[src/lrast_pkg.sv]
// lrast_pkg: shared types, constants and helper functions for the line rasterizer
// used by the front, queue, back and top level modules; no dependencies
`timescale 1ns / 1ps

package lrast_pkg;

  localparam int COORD_BITS = 9;
  localparam int ERR_BITS   = COORD_BITS + 1;
  localparam int COLOR_BITS = 16;
  localparam int QDEPTH     = 2;
  localparam int QAW        = (QDEPTH > 1) ? $clog2(QDEPTH) : 1;
  localparam int QCW        = $clog2(QDEPTH + 1);

  localparam logic OP_LOAD = 1'b0;
  localparam logic OP_STEP = 1'b1;

  localparam logic [1:0] STEP_NONE = 2'd0;
  localparam logic [1:0] STEP_POS  = 2'd1;
  localparam logic [1:0] STEP_NEG  = 2'd3;

  typedef logic [COORD_BITS-1:0] coord_t;
  typedef logic [ERR_BITS-1:0]   err_t;
  typedef logic [COLOR_BITS-1:0] color_t;

  typedef struct packed {
    logic       op;
    coord_t     x_start;
    coord_t     y_start;
    coord_t     abs_dx;
    coord_t     abs_dy;
    coord_t     major;
    logic [1:0] step_x;
    logic [1:0] step_y;
    color_t     color;
  } lrast_item_t;

  function automatic coord_t axis_move(coord_t pos, logic [1:0] dir);
    coord_t res;
    case (dir)
      STEP_POS: res = pos + coord_t'(1);
      STEP_NEG: res = pos - coord_t'(1);
      default:  res = pos;
    endcase
    return res;
  endfunction

endpackage

[src/line_rasterizer_core.sv]
// line_rasterizer_core: top level of the line rasterizer
// a step request passes through the queue and then the output register before its point shows
// throughput: one request per cycle unless stalled, set by the accumulator update in the back
// the two-entry request queue lets input and output stall independently
// reset (synchronous, rst_n low) empties the queue, drops the output and leaves the block idle
`timescale 1ns / 1ps

module line_rasterizer_core (
  input  logic              clk,
  input  logic              rst_n,
  input  logic              in_valid,
  output logic              in_ready,
  input  logic              in_op,
  input  lrast_pkg::coord_t in_x_start,
  input  lrast_pkg::coord_t in_y_start,
  input  lrast_pkg::coord_t in_x_end,
  input  lrast_pkg::coord_t in_y_end,
  input  lrast_pkg::color_t in_color,
  output logic              out_valid,
  input  logic              out_ready,
  output lrast_pkg::coord_t out_x,
  output lrast_pkg::coord_t out_y,
  output lrast_pkg::color_t out_pixel_color,
  output logic              out_last_point
);

  logic                   q_ready;
  logic                   q_push;
  logic                   q_valid;
  logic                   q_pop;
  lrast_pkg::lrast_item_t push_item;
  lrast_pkg::lrast_item_t head_item;

  lrast_front u_front (
    .in_valid   (in_valid),
    .in_ready   (in_ready),
    .in_op      (in_op),
    .in_x_start (in_x_start),
    .in_y_start (in_y_start),
    .in_x_end   (in_x_end),
    .in_y_end   (in_y_end),
    .in_color   (in_color),
    .q_ready    (q_ready),
    .q_push     (q_push),
    .q_item     (push_item)
  );

  lrast_queue u_queue (
    .clk       (clk),
    .rst_n     (rst_n),
    .push      (q_push),
    .push_item (push_item),
    .not_full  (q_ready),
    .pop       (q_pop),
    .not_empty (q_valid),
    .head_item (head_item)
  );

  lrast_back u_back (
    .clk             (clk),
    .rst_n           (rst_n),
    .q_valid         (q_valid),
    .q_item          (head_item),
    .q_pop           (q_pop),
    .out_valid       (out_valid),
    .out_ready       (out_ready),
    .out_x           (out_x),
    .out_y           (out_y),
    .out_pixel_color (out_pixel_color),
    .out_last_point  (out_last_point)
  );

endmodule

[src/lrast_front.sv]
// lrast_front: accepts requests and classifies them, working out deltas,
// step directions and major distance for loads; depends on lrast_pkg
`timescale 1ns / 1ps

module lrast_front (
  input  logic                  in_valid,
  output logic                  in_ready,
  input  logic                  in_op,
  input  lrast_pkg::coord_t     in_x_start,
  input  lrast_pkg::coord_t     in_y_start,
  input  lrast_pkg::coord_t     in_x_end,
  input  lrast_pkg::coord_t     in_y_end,
  input  lrast_pkg::color_t     in_color,
  input  logic                  q_ready,
  output logic                  q_push,
  output lrast_pkg::lrast_item_t q_item
);

  lrast_pkg::coord_t adx;
  lrast_pkg::coord_t ady;
  logic [1:0]        sx;
  logic [1:0]        sy;

  always_comb begin
    if (in_x_end > in_x_start) begin
      adx = in_x_end - in_x_start;
      sx  = lrast_pkg::STEP_POS;
    end else if (in_x_end < in_x_start) begin
      adx = in_x_start - in_x_end;
      sx  = lrast_pkg::STEP_NEG;
    end else begin
      adx = '0;
      sx  = lrast_pkg::STEP_NONE;
    end
    if (in_y_end > in_y_start) begin
      ady = in_y_end - in_y_start;
      sy  = lrast_pkg::STEP_POS;
    end else if (in_y_end < in_y_start) begin
      ady = in_y_start - in_y_end;
      sy  = lrast_pkg::STEP_NEG;
    end else begin
      ady = '0;
      sy  = lrast_pkg::STEP_NONE;
    end
  end

  assign in_ready = q_ready;
  assign q_push   = in_valid && q_ready;

  always_comb begin
    q_item.op      = in_op;
    q_item.x_start = in_x_start;
    q_item.y_start = in_y_start;
    q_item.abs_dx  = adx;
    q_item.abs_dy  = ady;
    q_item.major   = (adx > ady) ? adx : ady;
    q_item.step_x  = sx;
    q_item.step_y  = sy;
    q_item.color   = in_color;
  end

endmodule

[src/lrast_queue.sv]
// lrast_queue: short fifo of classified requests between front and back
// depends on lrast_pkg
`timescale 1ns / 1ps

module lrast_queue (
  input  logic                   clk,
  input  logic                   rst_n,
  input  logic                   push,
  input  lrast_pkg::lrast_item_t push_item,
  output logic                   not_full,
  input  logic                   pop,
  output logic                   not_empty,
  output lrast_pkg::lrast_item_t head_item
);

  lrast_pkg::lrast_item_t         mem_r [lrast_pkg::QDEPTH];
  logic [lrast_pkg::QAW-1:0]      wr_ptr_r, wr_ptr_nxt;
  logic [lrast_pkg::QAW-1:0]      rd_ptr_r, rd_ptr_nxt;
  logic [lrast_pkg::QCW-1:0]      count_r, count_nxt;

  localparam logic [lrast_pkg::QAW-1:0] PTR_LAST = lrast_pkg::QAW'(lrast_pkg::QDEPTH - 1);
  localparam logic [lrast_pkg::QCW-1:0] CNT_FULL = lrast_pkg::QCW'(lrast_pkg::QDEPTH);

  assign not_full  = (count_r != CNT_FULL);
  assign not_empty = (count_r != '0);
  assign head_item = mem_r[rd_ptr_r];

  always_comb begin
    wr_ptr_nxt = wr_ptr_r;
    rd_ptr_nxt = rd_ptr_r;
    count_nxt  = count_r;
    if (push) begin
      wr_ptr_nxt = (wr_ptr_r == PTR_LAST) ? '0 : wr_ptr_r + 1'b1;
    end
    if (pop) begin
      rd_ptr_nxt = (rd_ptr_r == PTR_LAST) ? '0 : rd_ptr_r + 1'b1;
    end
    if (push && !pop) begin
      count_nxt = count_r + 1'b1;
    end else if (pop && !push) begin
      count_nxt = count_r - 1'b1;
    end
  end

  always_ff @(posedge clk) begin
    if (!rst_n) begin
      wr_ptr_r <= '0;
      rd_ptr_r <= '0;
      count_r  <= '0;
    end else begin
      wr_ptr_r <= wr_ptr_nxt;
      rd_ptr_r <= rd_ptr_nxt;
      count_r  <= count_nxt;
    end
  end

  always_ff @(posedge clk) begin
    if (push) begin
      mem_r[wr_ptr_r] <= push_item;
    end
  end

endmodule

[src/lrast_back.sv]
// lrast_back: line state, error accumulators and the output register
// depends on lrast_pkg
`timescale 1ns / 1ps

module lrast_back (
  input  logic                   clk,
  input  logic                   rst_n,
  input  logic                   q_valid,
  input  lrast_pkg::lrast_item_t q_item,
  output logic                   q_pop,
  output logic                   out_valid,
  input  logic                   out_ready,
  output lrast_pkg::coord_t      out_x,
  output lrast_pkg::coord_t      out_y,
  output lrast_pkg::color_t      out_pixel_color,
  output logic                   out_last_point
);

  lrast_pkg::coord_t cur_x_r, cur_x_nxt;
  lrast_pkg::coord_t cur_y_r, cur_y_nxt;
  lrast_pkg::coord_t abs_dx_r, abs_dx_nxt;
  lrast_pkg::coord_t abs_dy_r, abs_dy_nxt;
  lrast_pkg::coord_t major_r, major_nxt;
  logic [1:0]        step_x_r, step_x_nxt;
  logic [1:0]        step_y_r, step_y_nxt;
  lrast_pkg::err_t   err_x_r, err_x_nxt;
  lrast_pkg::err_t   err_y_r, err_y_nxt;
  lrast_pkg::err_t   left_r, left_nxt;
  logic              busy_r, busy_nxt;
  lrast_pkg::color_t color_r, color_nxt;

  logic              out_valid_r, out_valid_nxt;
  lrast_pkg::coord_t out_x_r, out_x_nxt;
  lrast_pkg::coord_t out_y_r, out_y_nxt;
  lrast_pkg::color_t out_color_r, out_color_nxt;
  logic              out_last_r, out_last_nxt;

  lrast_pkg::err_t   ex_sum;
  lrast_pkg::err_t   ey_sum;
  lrast_pkg::err_t   major_ext;
  lrast_pkg::err_t   left_dec;

  assign q_pop     = q_valid && (!out_valid_r || out_ready);
  assign major_ext = {1'b0, major_r};
  assign ex_sum    = err_x_r + {1'b0, abs_dx_r};
  assign ey_sum    = err_y_r + {1'b0, abs_dy_r};
  assign left_dec  = (left_r != '0) ? left_r - 1'b1 : left_r;

  always_comb begin
    cur_x_nxt     = cur_x_r;
    cur_y_nxt     = cur_y_r;
    abs_dx_nxt    = abs_dx_r;
    abs_dy_nxt    = abs_dy_r;
    major_nxt     = major_r;
    step_x_nxt    = step_x_r;
    step_y_nxt    = step_y_r;
    err_x_nxt     = err_x_r;
    err_y_nxt     = err_y_r;
    left_nxt      = left_r;
    busy_nxt      = busy_r;
    color_nxt     = color_r;
    out_valid_nxt = out_valid_r;
    out_x_nxt     = out_x_r;
    out_y_nxt     = out_y_r;
    out_color_nxt = out_color_r;
    out_last_nxt  = out_last_r;
    if (out_valid_r && out_ready) begin
      out_valid_nxt = 1'b0;
    end
    if (q_pop) begin
      if (q_item.op == lrast_pkg::OP_LOAD) begin
        cur_x_nxt  = q_item.x_start;
        cur_y_nxt  = q_item.y_start;
        abs_dx_nxt = q_item.abs_dx;
        abs_dy_nxt = q_item.abs_dy;
        major_nxt  = q_item.major;
        step_x_nxt = q_item.step_x;
        step_y_nxt = q_item.step_y;
        err_x_nxt  = '0;
        err_y_nxt  = '0;
        left_nxt   = {1'b0, q_item.major} + lrast_pkg::err_t'(2);
        busy_nxt   = 1'b1;
        color_nxt  = q_item.color;
      end else if (busy_r) begin
        out_valid_nxt = 1'b1;
        out_x_nxt     = cur_x_r;
        out_y_nxt     = cur_y_r;
        out_color_nxt = color_r;
        out_last_nxt  = (left_r == lrast_pkg::err_t'(1));
        err_x_nxt     = ex_sum;
        err_y_nxt     = ey_sum;
        if (ex_sum > major_ext) begin
          err_x_nxt = ex_sum - major_ext;
          cur_x_nxt = lrast_pkg::axis_move(cur_x_r, step_x_r);
        end
        if (ey_sum > major_ext) begin
          err_y_nxt = ey_sum - major_ext;
          cur_y_nxt = lrast_pkg::axis_move(cur_y_r, step_y_r);
        end
        left_nxt = left_dec;
        busy_nxt = (left_dec != '0);
      end
    end
  end

  always_ff @(posedge clk) begin
    if (!rst_n) begin
      busy_r      <= 1'b0;
      left_r      <= '0;
      out_valid_r <= 1'b0;
    end else begin
      busy_r      <= busy_nxt;
      left_r      <= left_nxt;
      out_valid_r <= out_valid_nxt;
    end
  end

  always_ff @(posedge clk) begin
    cur_x_r     <= cur_x_nxt;
    cur_y_r     <= cur_y_nxt;
    abs_dx_r    <= abs_dx_nxt;
    abs_dy_r    <= abs_dy_nxt;
    major_r     <= major_nxt;
    step_x_r    <= step_x_nxt;
    step_y_r    <= step_y_nxt;
    err_x_r     <= err_x_nxt;
    err_y_r     <= err_y_nxt;
    color_r     <= color_nxt;
    out_x_r     <= out_x_nxt;
    out_y_r     <= out_y_nxt;
    out_color_r <= out_color_nxt;
    out_last_r  <= out_last_nxt;
  end

  assign out_valid       = out_valid_r;
  assign out_x           = out_x_r;
  assign out_y           = out_y_r;
  assign out_pixel_color = out_color_r;
  assign out_last_point  = out_last_r;

endmodule

[config.mk]
export PLATFORM = sky130hd
export DESIGN_NAME = line_rasterizer_core
export DESIGN_NICKNAME = d
export VERILOG_FILES = /design/src/lrast_pkg.sv /design/src/line_rasterizer_core.sv /design/src/lrast_front.sv /design/src/lrast_queue.sv /design/src/lrast_back.sv
export SDC_FILE = /design/constraint.sdc
export NUM_CORES = 1
export LEC_CHECK = 0
export BUFFER_PORTS_ARGS = -buffer_cell sky130_fd_sc_hd__buf_2
export CAP_MARGIN = 10
export CORE_MARGIN = 4
export CORE_UTILIZATION = 45
export DETAILED_ROUTE_END_ITERATION = 8
export SLEW_MARGIN = 20
export SYNTH_ARGS = -nofsm -noshare
export SYNTH_HDL_FRONTEND = slang
export SYNTH_SLANG_ARGS = --single-unit
[constraint.sdc]
create_clock -name clk -period 8.2 [get_ports clk]
set_input_delay 0.41 -clock clk [delete_from_list [all_inputs] [get_ports clk]]
set_output_delay 0.41 -clock clk [all_outputs]
set_load 0.005 [all_outputs]
---- Word level (Yosys, flattened, before mapping) ----
Memories as Yosys holds them, arrays and structs flattened. A register that Yosys moved wholly into a read port is not among the register bits.
Cells that the tools add are included.
word-level totals
  flip-flop bits (word level) ............. 136
  logic and storage cells ................. 114
  memories kept ........................... 1
  bits in latches ......................... 0
  memory bits (writable) .................. 132
  bits in read-only memories .............. 0
cells by class
  multiplexer cells ....................... 38
  order comparisons ....................... 7
  reduce and logical (&&, ||, !) cells .... 18
  add/sub/neg operators ................... 18
  bitwise operators ....................... 1
  shift-type cells ........................ 0
  div/mod/pow operators ................... 0
  multiply operators ...................... 0
  equal/unequal tests ..................... 11
memories
  name           depth  bits a word  rd ports  clocked after memory_dff  write ports  RTL line           source
  u_queue.mem_r  2      66           1         1                         1            lrast_queue.sv:16  lrast_pkg::lrast_item_t mem_r [lrast_pkg::QDEPTH];
operator list
  cell                                                                   number
  9-bit two-way mux                                                      11
  10-bit two-way mux                                                     7
  9-bit one-hot mux with 2 select lines                                  2
  9-bit subtractor                                                       4
  9-bit greater-than comparator                                          3
  10-bit by 9-bit adder with 10-bit output                               2
  10-bit by 9-bit greater-than comparator with 1-bit output              2
  10-bit nonzero test                                                    2
  10-bit by 9-bit subtractor with 10-bit output                          2
  9-bit by 1-bit adder with 9-bit output (second input constant)         2
  9-bit < comparator                                                     2
  9-bit by 1-bit subtractor with 9-bit output (second input constant)    2
  1-bit two-way mux                                                      12
  2-bit two-way mux                                                      6
  9-bit by 2-bit adder with 10-bit output (second input constant)        1
  10-bit by 1-bit == test with 1-bit output (second input constant)      1
  10-bit by 1-bit subtractor with 10-bit output (second input constant)  1
  2-bit inequality test (second input constant)                          4
  4-bit AND reduction                                                    2
  3-bit inequality test (second input constant)                          2
  1-bit logical AND                                                      5
  2-bit by 1-bit == test with 1-bit output (second input constant)       2
  2-bit == test (second input constant)                                  2
  2-bit AND reduction                                                    2
  other kinds (8)                                                        12

---- Depth between registers and ports, before layout ----
Gate-level depths: netlist of the first run.
  word-level depth ........................ 6
  mapped depth ............................ 21
  depth with buffers taken out ............ 18

---- Hierarchy ----
From an unflattened synthesis of the first run, not the netlist that was laid out.
second synthesis, totals
  cells, all modules ...................... 1195
  area, all modules ....................... 14801.7 µm²
modules (own cells, without submodules)
  module       cells an instance  area each (µm²)  times used  sequential area each (µm²)
  lrast_back   624                7358.3           1           3843.7
  lrast_queue  227                4992.3           1           4063.9
  lrast_front  344                2451.1           1           0.0

---- Worst setup path after synthesis of the first run ----
OpenSTA, ideal clock, no wires.
  path type ............................... input to register
  from .................................... in in_y_start[6]
  to ...................................... mem u_queue.mem_r[0][24] in the netlist's numbering (data pin)
  arrival ................................. 3.926 ns
  stages on the path ...................... 17
  setup time .............................. 0.262 ns
  path slack .............................. 4.012 ns
  data required time ...................... 7.938 ns
  path through ............................ inv_1 > ha_1 > buf_6 > a21oi_2 > nand2_1 > a31o_2 > or2_1 > buf_6 > or3_2 > nand4_2 > inv_1 > ha_1 > nand3_1 > o221a_2 > o31ai_1 > clkbuf_1 > mux2_2
RTL lines
  item                RTL line                    source
  start: declaration  line_rasterizer_core.sv:15  input lrast_pkg::coord_t in_y_start,
  end: declaration    lrast_queue.sv:16

==> metrics.md, run 1 <==
| Metric | Value |
|---|---|
| First drt pass iteration count | `5` |
| PwrDens | `429 mW/mm2` |
| Io pins | `94` |
| Post-synthesis async set-or-reset flop share | `0%` |
| Worst hold slack | `50.6 ps` |
| Die Wd | `186 um` |
| Area of the core | `0.0315 mm2` |
| CTS Buf Count | `29` |
| Mapped Avg Cell Area | `12.1 um2` |
| RSZ-0062 raised after global routing | `no` |
| Status | `completed` |
| CP max FO | `13` |
| H-tree lvl count | `1` |
| CTS resizes | `0` |
| Synthesized cell area | `0.0143 mm2` |
| Seq cells post-synth | `269` |
| PnR worst setup slack | `3650 ps` |
| Iteration-0 DRC Markers | `745` |
| Storage element area | `0.00791 mm2` |
| Slew @ Worst Pin | `1050 ps` |
| Worst min path class | `in -> reg` |
| Met2 usage | `28.5%` |
| Met3 usage | `2.64%` |
| Grt total ovfl | `0` |
| Remaining DRCs | `0` |
| Share of post-route cells with drive strength above 1 | `18.2%` |
| Largest net degree at the start of global routing | `68` |
| Worst R2R Start | `u_back.abs_dx_r[0]` |
| Number of enable flip-flop cells after synthesis | `252` |
| Layout area overhead | `12.7%` |
| Share of the synthesized area in the top cell type | `52.9%` |
| Initial antenna violation count | `0` |
| Worst rel slew slack | `29.4%` |
| Clock latency on the worst-skew pair | `550 ps` |
| Wire per inst | `18.0 um` |
| Layout Nets | `1440` |
| Crit Path Category | `in -> reg` |
| Post-CTS setup buffer count | `0` |
| Fmax | `220 MHz` |
| Filler Cell Count | `2739` |
| Port bufs | `93` |
| Vias | `9234` |
| Worst Path Arrival | `4840 ps` |
| Final TNS setup | `0 ps` |
| Syn Inst Count | `1179` |
| Antenna Cells | `0` |
| Die area | `0.0347 mm2` |
| Hold-fix buffers, CTS | `0` |
| Cell count after placement | `1647` |
| Top FF cell, synth | `edfxtp_1` |
| Cells on worst reg2reg path | `14` |
| Placer Congestion | `0.859` |
| Element type at the critical path end | `flip-flop` |
| Reg2reg setup slack | `4220 ps` |
| DP Worst Slack | `3190 ps` |
| Chip height | `186 um` |
| Crit path from | `in_y_start[3]` |
| Max IR drop VDD | `0.193 mV` |
| Yosys warnings | `0` |
| GR Util All Layers | `17.8%` |
| Fin crit share | `55.4%` |
| Max cap viols | `0` |
| Final core utilization | `51.2%` |
| Row count | `65` |
| Final setup viols | `0` |
| Clock Skew | `12.3 ps` |
| Global-route wire length before repair | `49.4 mm` |
| Hold Vio Cnt, Final | `0` |
| Clock-pin transition on the worst setup and hold timing paths | `60 ps` |
| Static Leak | `0.00619 uW` |
| GR Util met1 | `26.1%` |
| Tmin final | `4550 ps` |
| CTS tree | `built` |
| Root Buffer | `clkbuf_16` |
| Area leader, netlist | `edfxtp_1` |
| Syn Nets | `1343` |
| Initial Util | `45.4%` |
| Non-Filler Instances | `1701` |
| Fin. max-slew vios | `0` |
| Worst r2r dst | `u_back.cur_x_r[7]` |
| Clock buffer depth | `3` |
| Critical Path Sink | `u_queue.mem_r[0][24]` |
| GR peak layer | `met2` |
| Multi-input logic area | `0.00588 mm2` |
| Post-DP HPWL | `21.3 mm` |
| Routed Wire Length | `30.7 mm` |
| DR vias/cell | `5.43` |
| Detail Route Antenna Nets | `0` |
| Top cells by area, synth | `edfxtp_1 (53%), ha_1 (8.5%), mux2_2 (4.0%)` |
| Startpoint Class | `input port` |
| Seq/Total Area, Yosys | `55.3%` |
| Netlist cell types | `74` |
| Clock sinks | `269` |
| Vias in the first global route | `9224` |
| Req. time, crit path | `8490 ps` |
[cells in the mapped netlist (10+ instances only)]
master	n
nand2_1	62
ha_1	97
nor3_1	19
a211oi_1	22
edfxtp_1	252
mux2i_1	21
xor2_1	22
mux2_2	51
fa_1	10
and2_1	14
nand4_1	14
dfxtp_1	17
o21ai_0	61
nor2b_1	15
inv_1	90
clkbuf_1	23
a21oi_1	71
nand3_1	38
xnor2_1	34
nor2_1	77
or3_1	10
a21o_1	14
[cell families after synthesis]
kind of cell / count (synthesis) / synth area share (%)
flops: 269 / 55.3
fa+ha+maj: 107 / 9.89
simple gates: 285 / 9.75
buf+inv: 130 / 3.78
xor+xnor: 56 / 3.43
compound gates: 260 / 12.4
mux: 72 / 5.49
[sequential cells by signal, indices dropped and copies added (netlist names), 9 cells and up, named ones only]
signal / flops
u_queue.mem_r: 132
u_back.cur_x_r: 9
u_back.abs_dx_r: 9
u_back.left_r: 10
u_back.err_x_r: 10
u_back.err_y_r: 10
u_back.out_pixel_color: 16
u_back.cur_y_r: 9
u_back.abs_dy_r: 9
u_back.major_r: 9
u_back.out_y: 9
u_back.color_r: 16
u_back.out_x: 9
[metrics by stage]
step | cell area [um2] | power, uW
global placement | 15200 | 5620
global route | 16100 | 7510
CTS | 16100 | 6970
finish | 16100 | 6910
floorplan | 14300 | 4880
detailed placement | 15200 | 5670
[worst max-delay path, cell delays in order]
cell       delay [ps]
buf_2             110
inv_1              50
ha_1              410
and2_4            220
o21ai_2            90
a2111oi_4         350
or2_1             410
inv_4             170
or3_1             390
nand4_2           140
inv_1              60
ha_1              320
nand3_1           100
o221a_2           270
o31ai_1           690
buf_4             280
mux2_2            350
[how the worst min path moves through the flow]
stage,startpoint,to,slack [ps],depth (start not counted)
floorplan,u_back.color_r[0],u_back.out_pixel_color[0],400,0
global route,in_color[10],u_queue.mem_r[0][10],20,1
detailed placement,u_back.color_r[10],u_back.out_pixel_color[10],410,0
CTS,in_color[15],u_queue.mem_r[0][15],20,1
global placement,u_back.color_r[3],u_back.out_pixel_color[3],400,0
finish,in_color[9],u_queue.mem_r[0][9],50,1
[where the power goes]
group / leakage [uW] / internal [uW] / switching [uW] / total, uW
registers: 0.00246 / 2050 / 179 / 2230
clock network: 0.000457 / 717 / 550 / 1270
logic: 0.00327 / 1420 / 1990 / 3420
total: 0.00619 / 4190 / 2720 / 6910
[area by class of cell]
type                            count  share of cell area (%)
Sequential cell                   269                    49.1
Tap cell                          402                    3.12
Clock buffer                       30                    4.53
Multi-Input combinational cell    780                    36.5
Clock inverter                     24                    1.24
Inverter                           93                    2.18
Timing Repair Buffer              103                    3.35
[cells in the final DEF, fill, tap and decap left out, types with 7 or more instances in the layout]
master,netlist,layout
o21a_1,9,9
a21o_1,14,14
xnor2_1,34,34
nand3_1,38,38
and2_1,14,14
mux2i_1,21,20
or3_1,10,10
nor2_1,77,75
buf_2,4,93
a21oi_1,71,71
o21bai_1,7,7
edfxtp_1,252,252
mux2_2,51,51
fa_1,10,10
xor2_1,22,22
nand2_1,62,62
nand2b_1,7,7
buf_4,2,10
nand4_1,14,14
o211ai_1,9,9
nor2b_1,15,15
o21ai_0,61,61
clkinv_2,0,9
ha_1,97,97
clkbuf_16,0,29
a211oi_1,22,22
dfxtp_1,17,16
inv_1,90,89
nor3_1,19,19
[metal layers]
| metal | vias to the layer above | share of wire, % |
|---|---|---|
| li1 | 4582 | - |
| met1 | 4420 | 49 |
| met2 | 189 | 45 |
| met3 | 43 | 4.1 |
| met4 | 0 | 2.2 |
| met5 | - | 0 |
No activity file was read; power rests on OpenSTA's default activity.
==> inputs of run 2 (changes only) <==
- ABC_AREA: not set -> 1
- clock period: 8.2 -> 3.8 ns (I/O delays scaled with it)
==> metrics.md, run 2 <==
| Metric | Value |
|---|---|
| Largest net degree at the start of global routing | `68 (unchanged)` |
| Area leader, netlist | `edfxtp_1 (unchanged)` |
| Worst hold slack | `139 ps (was 50.6 ps)` |
| Most frequent cells in the layout | `nand2_1 (421), edfxtp_1 (252), inv_1 (174) (was edfxtp_1 (252), ha_1 (97), buf_2 (93))` |
| Die Wd | `187 um (was 186 um)` |
| Slew @ Worst Pin | `993 ps (was 1050 ps)` |
| First drt pass iteration count | `5 (unchanged)` |
| GR Util All Layers | `18.5% (was 17.8%)` |
| Max reg flops | `132 (unchanged)` |
| Req. time, crit path | `4070 ps (was 8490 ps)` |
| Worst min path class | `in -> reg (unchanged)` |
| Worst-path cell chain | `ha_1 > fa_1 > nand3_1 > nand2_1 > a21oi_1 > o21ai_0 > xor2_1 > inv_1 > ha_1 > nand2_1 > nor2_1 > nand2_1 > nand2_1 > nand2_1 > nand2_1 > nand2_1 > nand2_2 > nand3_1 > nand2_1 > buf_12 (was buf_2 > inv_1 > ha_1 > and2_4 > o21ai_2 > a2111oi_4 > or2_1 > inv_4 > or3_1 > nand4_2 > inv_1 > ha_1 > nand3_1 > o221a_2 > o31ai_1 > buf_4 > mux2_2)` |
| CTS tree | `built (unchanged)` |
| Crit Path Category | `reg -> reg (was in -> reg)` |
| Number of enable flip-flop cells after synthesis | `252 (unchanged)` |
| CP max FO | `9 (was 13)` |
| Share of post-route cells with drive strength above 1 | `11.9% (was 18.2%)` |
| Worst rel slew slack | `33.8% (was 29.4%)` |
| Critical path depth | `20 (was 17)` |
| Most common cell after layout, fill and taps aside | `nand2_1 (was edfxtp_1)` |
| Detail Route Antenna Nets | `0 (unchanged)` |
| Initial Util | `45.7% (was 45.4%)` |
| Row count | `65 (unchanged)` |
| Area of the core | `0.0316 mm2 (was 0.0315 mm2)` |
| Io pins | `94 (unchanged)` |
| Layout Nets | `1806 (was 1440)` |
| DR vias/cell | `5.08 (was 5.43)` |
| Share of the synthesized area in the top cell type | `52.4% (was 52.9%)` |
| Clock-pin transition on the worst setup and hold timing paths | `60 ps (about the same)` |
| Syn Inst Count | `1486 (was 1179)` |
| Synthesized cell area | `0.0144 mm2 (was 0.0143 mm2)` |
| Iteration-0 DRC Markers | `696 (was 745)` |
| Top cells by area, synth | `edfxtp_1 (52%), nand2_1 (11%), ha_1 (8.4%) (was edfxtp_1 (53%), ha_1 (8.5%), mux2_2 (4.0%))` |
| Grt total ovfl | `0 (unchanged)` |
| Worst r2r dst | `u_back.cur_y_r[7] (was u_back.cur_x_r[7])` |
| Hold Vio Cnt, Final | `0 (unchanged)` |
| Vias in the first global route | `10300 (was 9224)` |
| Seq cells post-synth | `269 (unchanged)` |
| Max IR drop VDD | `0.496 mV (was 0.193 mV)` |
| Global-route wire length before repair | `52.9 mm (was 49.4 mm)` |
| Max cap viols | `0 (unchanged)` |
| Chip height | `187 um (was 186 um)` |
| Seq/Total Area, Yosys | `54.8% (was 55.3%)` |
| Reg2reg setup slack | `280 ps (was 4220 ps)` |
| Highest cell delay on the worst timing path | `470 ps (was 690 ps)` |
| Top FF cell, synth | `edfxtp_1 (unchanged)` |
| Worst Path Arrival | `3790 ps (was 4840 ps)` |
| Fin crit share | `92.6%` |
| Final core utilization | `53.3% (was 51.2%)` |
| Clock Skew | `13.1 ps (was 12.3 ps)` |
| Clock sinks | `269 (unchanged)` |
| Wire per inst | `16.0 um (was 18.0 um)` |
| Netlist cell types | `46 (was 74)` |
| Crit-path most repeated cell | `nand2_1` |
| Final setup viols | `0 (unchanged)` |
| CP max-delay cell | `fa_1 (was o31ai_1)` |
| Mapped Avg Cell Area | `9.71 um2 (was 12.1 um2)` |
| Post-synthesis async set-or-reset flop share | `0% (unchanged)` |
| Clock buffer depth | `3 (unchanged)` |
| Biggest register | `u_queue.mem_r (unchanged)` |
| Worst R2R Start | `u_back.err_y_r[0] (was u_back.abs_dx_r[0])` |
| Element type at the critical path end | `flip-flop (unchanged)` |
| Synth top cells by count | `nand2_1 (422), edfxtp_1 (252), inv_1 (175) (was edfxtp_1 (252), ha_1 (97), inv_1 (90))` |
| Status | `completed (unchanged)` |
| Syn Nets | `1650 (was 1343)` |
| Startpoint Class | `flip-flop (was input port)` |
| Die area | `0.0350 mm2 (was 0.0347 mm2)` |
| Post-DP HPWL | `24.2 mm (was 21.3 mm)` |
| Fmax | `284 MHz` |
| Static Leak | `0.00741 uW (was 0.00619 uW)` |
| Antenna Cells | `0 (unchanged)` |
| Critical Path Sink | `u_back.cur_y_r[7] (was u_queue.mem_r[0][24])` |
| Placer Congestion | `0.930 (was 0.859)` |
| Layout area overhead | `16.6% (was 12.7%)` |
| CTS Buf Count | `29 (unchanged)` |
| Clock latency on the worst-skew pair | `560 ps (was 550 ps)` |
| Port bufs | `93 (unchanged)` |
| Buf/Inv on CP | `2 (was 5)` |
| Routed Wire Length | `33.1 mm (was 30.7 mm)` |
| PwrDens | `978 mW/mm2 (was 429 mW/mm2)` |
| H-tree lvl count | `1 (unchanged)` |
| Initial antenna violation count | `1 (was 0)` |
| Remaining DRCs | `0 (unchanged)` |
| Root Buffer | `clkbuf_16 (unchanged)` |
| Min-Delay Path Depth | `5 (was 1)` |
| Vias | `10500 (was 9234)` |
| Crit path from | `u_back.err_y_r[0] (was in_y_start[3])` |
| Tmin final | `3520 ps` |
| RSZ-0062 raised after global routing | `no (unchanged)` |
| Fin. max-slew vios | `0 (unchanged)` |
| Yosys warnings | `0 (unchanged)` |
| Most common cell in the netlist | `nand2_1 (was edfxtp_1)` |
| Cell family with most CP delay | `simple AND/OR/NAND/NOR gates (was compound AO/OA/AOI/OAI gates)` |
| Cells on worst reg2reg path | `20 (was 14)` |
==> run 2: kinds of logic after synthesis <==
logic type      count (synthesis)  synth area share, %
xor+xnor                       57                 3.46
flops                         269                 54.8
fa+ha+maj                     107                 9.80
simple gates                  625                 17.8
buf+inv                       214                 5.74
compound gates                212                 8.30
mux                             2                0.139
==> run 2: layout make-up <==
type	count	area (um2)
Inverter	183	687
Fill cell	2854	14700
Tap cell	402	503
Clock buffer	35	748
Multi-Input combinational cell	1003	5730
Sequential cell	269	7910
Clock inverter	17	176
Timing Repair Buffer	156	1070
==> run 2: power by group <==
group / internal [uW] / leakage (uW) / switching (uW) / total [uW]
Clock: 1610 / 0.000446 / 1150 / 2760
Sequential: 4570 / 0.00248 / 348 / 4920
Combinational: 3090 / 0.00449 / 5680 / 8770
==> run 2: worst min path at each step <==
stage / startpoint / to / slack, ps
6_report: in_valid / u_queue.wr_ptr_r / 140
5_1_grt: in_valid / u_queue.wr_ptr_r / 200
4_1_cts: in_valid / u_queue.wr_ptr_r / 120
2_1_floorplan: in_color[0] / u_queue.mem_r[0][0] / 290
3_5_place_dp: in_color[12] / u_queue.mem_r[0][12] / 380
3_3_place_gp: in_color[13] / u_queue.mem_r[0][13] / 380
==> run 2: what timing repair did <==
| action | 4_1_cts | 5_1_grt |
|---|---|---|
| hold buffers | 37 | 0 |
| buffers inserted | 0 | 0 |
| gates resized for setup | 0 | 2 |
| hold endpoints to repair | 81 | 0 |
| setup endpoints to repair | 0 | 11 |
==> run 2: tightest hold or removal path: stages <==
cell	delay (ps)
buf_2	70
nand2_1	130
inv_1	110
o21ai_0	80
nor2_1	70
==> run 2: metal layers <==
metal / GRT usage [%] / part of all wire [%] / wire [um] / vias to the layer above
li1: - / - / - / 5318
met1: 24.1 / 45 / 14700 / 4933
met4: 3.90 / 1.9 / 628 / 2
met2: 32.9 / 50 / 16400 / 187
met3: 2.69 / 3.9 / 1290 / 51
met5: 0 / 0.021 / 7 / -
==> run 2: through the flow <==
stage / TNS, ps / setup WS, ps / power, uW / instance area (um2) / std cells
after floorplan: -925 / -14.0 / 11400 / 14400 / 1486
after global placement: 0 / 343 / 13600 / 15500 / 1976
after detailed placement: 0 / 314 / 13700 / 15500 / 1976
after CTS: 0 / 318 / 16500 / 16800 / 2065
after global routing: 0 / 11.5 / 17900 / 16800 / 2065
final: 0 / 282 / 16400 / 16800 / 2065
==> inputs of run 3 (changes only) <==
- CAP_MARGIN: 10 -> 20
- clock period: 3.8 -> 3.7 ns (I/O delays scaled with it)
==> metrics.md, run 3 (same netlist as run 2, synthesis figures left out) <==
| Metric | Value |
|---|---|
| Status | `completed (unchanged)` |
| Placer Congestion | `0.906 (was 0.930)` |
| Clock buffer depth | `3 (unchanged)` |
| Slew @ Worst Pin | `866 ps (was 993 ps)` |
| Vias | `10400 (was 10500)` |
| Die area | `0.0350 mm2 (unchanged)` |
| Wire per inst | `16.2 um (was 16.0 um)` |
| Reg2reg setup slack | `300 ps (was 280 ps)` |
| Met2 usage | `33.4% (was 32.9%)` |
| Share of post-route cells with drive strength above 1 | `12.2% (was 11.9%)` |
| Worst min path class | `in -> reg (unchanged)` |
| Fin. max-slew vios | `0 (unchanged)` |
| Max reg flops | `132 (unchanged)` |
| CTS tree | `built (unchanged)` |
| Layout Nets | `1807 (was 1806)` |
| GR Util All Layers | `18.7% (was 18.5%)` |
| DR vias/cell | `5.03 (was 5.08)` |
| Worst rel slew slack | `42.2% (was 33.8%)` |
| Post-CTS setup buffer count | `0 (unchanged)` |
| Most common cell after layout, fill and taps aside | `nand2_1 (unchanged)` |
| Cell count after placement | `1977 (was 1976)` |
| Largest net degree at the start of global routing | `67 (was 68)` |
| Initial Util | `45.7% (unchanged)` |
| Clock sinks | `269 (unchanged)` |
| Biggest register | `u_queue.mem_r (unchanged)` |
| Chip height | `187 um (unchanged)` |
| Crit Path Category | `reg -> reg (unchanged)` |
| Met3 usage | `2.56% (was 2.69%)` |
| Iteration-0 DRC Markers | `655 (was 696)` |
| Clock latency on the worst-skew pair | `550 ps (was 560 ps)` |
| Io pins | `94 (unchanged)` |
| Startpoint Class | `flip-flop (unchanged)` |
| GR Util met1 | `24.6% (was 24.1%)` |
| H-tree lvl count | `1 (unchanged)` |
| Row count | `65 (unchanged)` |
| Routed Wire Length | `33.4 mm (was 33.1 mm)` |
| Tmin final | `3400 ps (was 3520 ps)` |
| Detail Route Antenna Nets | `0 (unchanged)` |
| Filler Cell Count | `2872 (was 2854)` |
| Worst Path Arrival | `3650 ps (was 3790 ps)` |
| Worst R2R Start | `u_back.err_y_r[0] (unchanged)` |
| CTS Buf Count | `29 (unchanged)` |
| Max cap viols | `0 (unchanged)` |
| Port bufs | `93 (unchanged)` |
| RSZ-0062 raised after global routing | `no (unchanged)` |
| Critical Path Sink | `u_back.cur_y_r[2] (was u_back.cur_y_r[7])` |
| Element type at the critical path end | `flip-flop (unchanged)` |
| Worst r2r dst | `u_back.cur_y_r[2] (was u_back.cur_y_r[7])` |
| PwrDens | `1010 mW/mm2 (was 978 mW/mm2)` |
| Vias in the first global route | `10400 (was 10300)` |
| Final TNS setup | `0 ps (unchanged)` |
| CP max FO | `9 (unchanged)` |
| Initial antenna violation count | `1 (unchanged)` |
| Cells on worst reg2reg path | `20 (unchanged)` |
| Static Leak | `0.00742 uW (was 0.00741 uW)` |
| Most frequent cells in the layout | `nand2_1 (422), edfxtp_1 (252), inv_1 (174) (was nand2_1 (421), edfxtp_1 (252), inv_1 (174))` |
| Clock-pin transition on the worst setup and hold timing paths | `60 ps (about the same)` |
| Post-DP HPWL | `24.4 mm (was 24.2 mm)` |
| Fin crit share | `92.0% (was 92.6%)` |
| Hold Vio Cnt, Final | `0 (unchanged)` |
| Area of the core | `0.0316 mm2 (unchanged)` |
| Remaining DRCs | `0 (unchanged)` |
| GR peak layer | `met2 (unchanged)` |
| Final core utilization | `53.5% (was 53.3%)` |
| First drt pass iteration count | `5 (unchanged)` |
| Non-Filler Instances | `2069 (was 2065)` |
| Final setup viols | `0 (unchanged)` |
| Fmax | `294 MHz (was 284 MHz)` |
| Grt total ovfl | `0 (unchanged)` |
| Max IR drop VDD | `0.495 mV (was 0.496 mV)` |
| Clock Skew | `11.5 ps (was 13.1 ps)` |
| Req. time, crit path | `3950 ps (was 4070 ps)` |
| Crit path from | `u_back.err_y_r[0] (unchanged)` |
| Die Wd | `187 um (unchanged)` |
| Layout area overhead | `17.0% (was 16.6%)` |
| Root Buffer | `clkbuf_16 (unchanged)` |
| Global-route wire length before repair | `53.6 mm (was 52.9 mm)` |
[run 3: cell types whose count changed in the layout (fill, tap and decap cells not counted), sizes merged]
cell	before	now
buf	119	120
bufinv	3	4
clkinvlp	2	3
diode	0	1
[run 3: through the flow]
step,cell area [um2],total power (uW),hold WS [ps],setup WS (ps)
global placement,15500,14000,374,228
CTS,16800,17100,132,203
detailed placement,15500,14100,377,167
floorplan,14400,11700,284,352
global route,16900,18600,194,6.80
finish,16900,17000,162,298
[run 3: how the worst min path moves through the flow]
stage / start / end / slack, ps / depth (start not counted)
floorplan: in_color[0] / u_queue.mem_r[0][0] / 280 / 0
global placement: in_color[12] / u_queue.mem_r[0][12] / 370 / 1
detailed placement: in_color[14] / u_queue.mem_r[1][14] / 380 / 1
CTS: in_valid / u_queue.wr_ptr_r / 130 / 5
global route: in_y_end[0] / u_queue.mem_r[1][29] / 190 / 3
finish: in_valid / u_queue.wr_ptr_r / 160 / 5
[run 3: where the power goes]
group	switching, uW	internal (uW)	leakage (uW)
Sequential	351	4690	0.00248
Clock	1180	1730	0.000458
Combinational	5840	3250	0.00449
[run 3: per-layer routing]
layer  share of wire, %  up-vias
li1                   -     5330
met1                 44     4834
met2                 50      204
met3                4.2       49
met4                2.0        0
met5                  0        -
[run 3: worst max-delay path, stage by stage, from the launching register on]
cell and delay (ps):
edfxtp_1 370, ha_1 260, fa_1 470, nand3_1 90
nand2_1 110, a21oi_1 140, o21ai_0 100, xor2_1 130
inv_1 70, ha_1 330, nand2_1 80, nor2_1 140
nand2_1 80, nand2_1 70, nand2_1 60, nand2_1 60
nand2_1 70, nand2_2 130, nand3_1 80, nand2_1 70
buf_4 190
[run 3: area by class of cell]
class                           instances  area (um2)  share of cell area [%]
Timing Repair Buffer                  157        1050                    6.25
Antenna cell                            1        2.50                  0.0148
Clock buffer                           35         748                    4.43
Multi-Input combinational cell       1003        5760                    34.1
Clock inverter                         19         216                    1.28
Tap cell                              402         503                    2.98
Inverter                              183         687                    4.07
Sequential cell                       269        7910                    46.8
[run 3: timing repair]
action,4_1_cts,5_1_grt
resized for setup,0,9
endpoints found under the hold margin,80,0
setup endpoints to repair,0,26
hold buffers,37,0
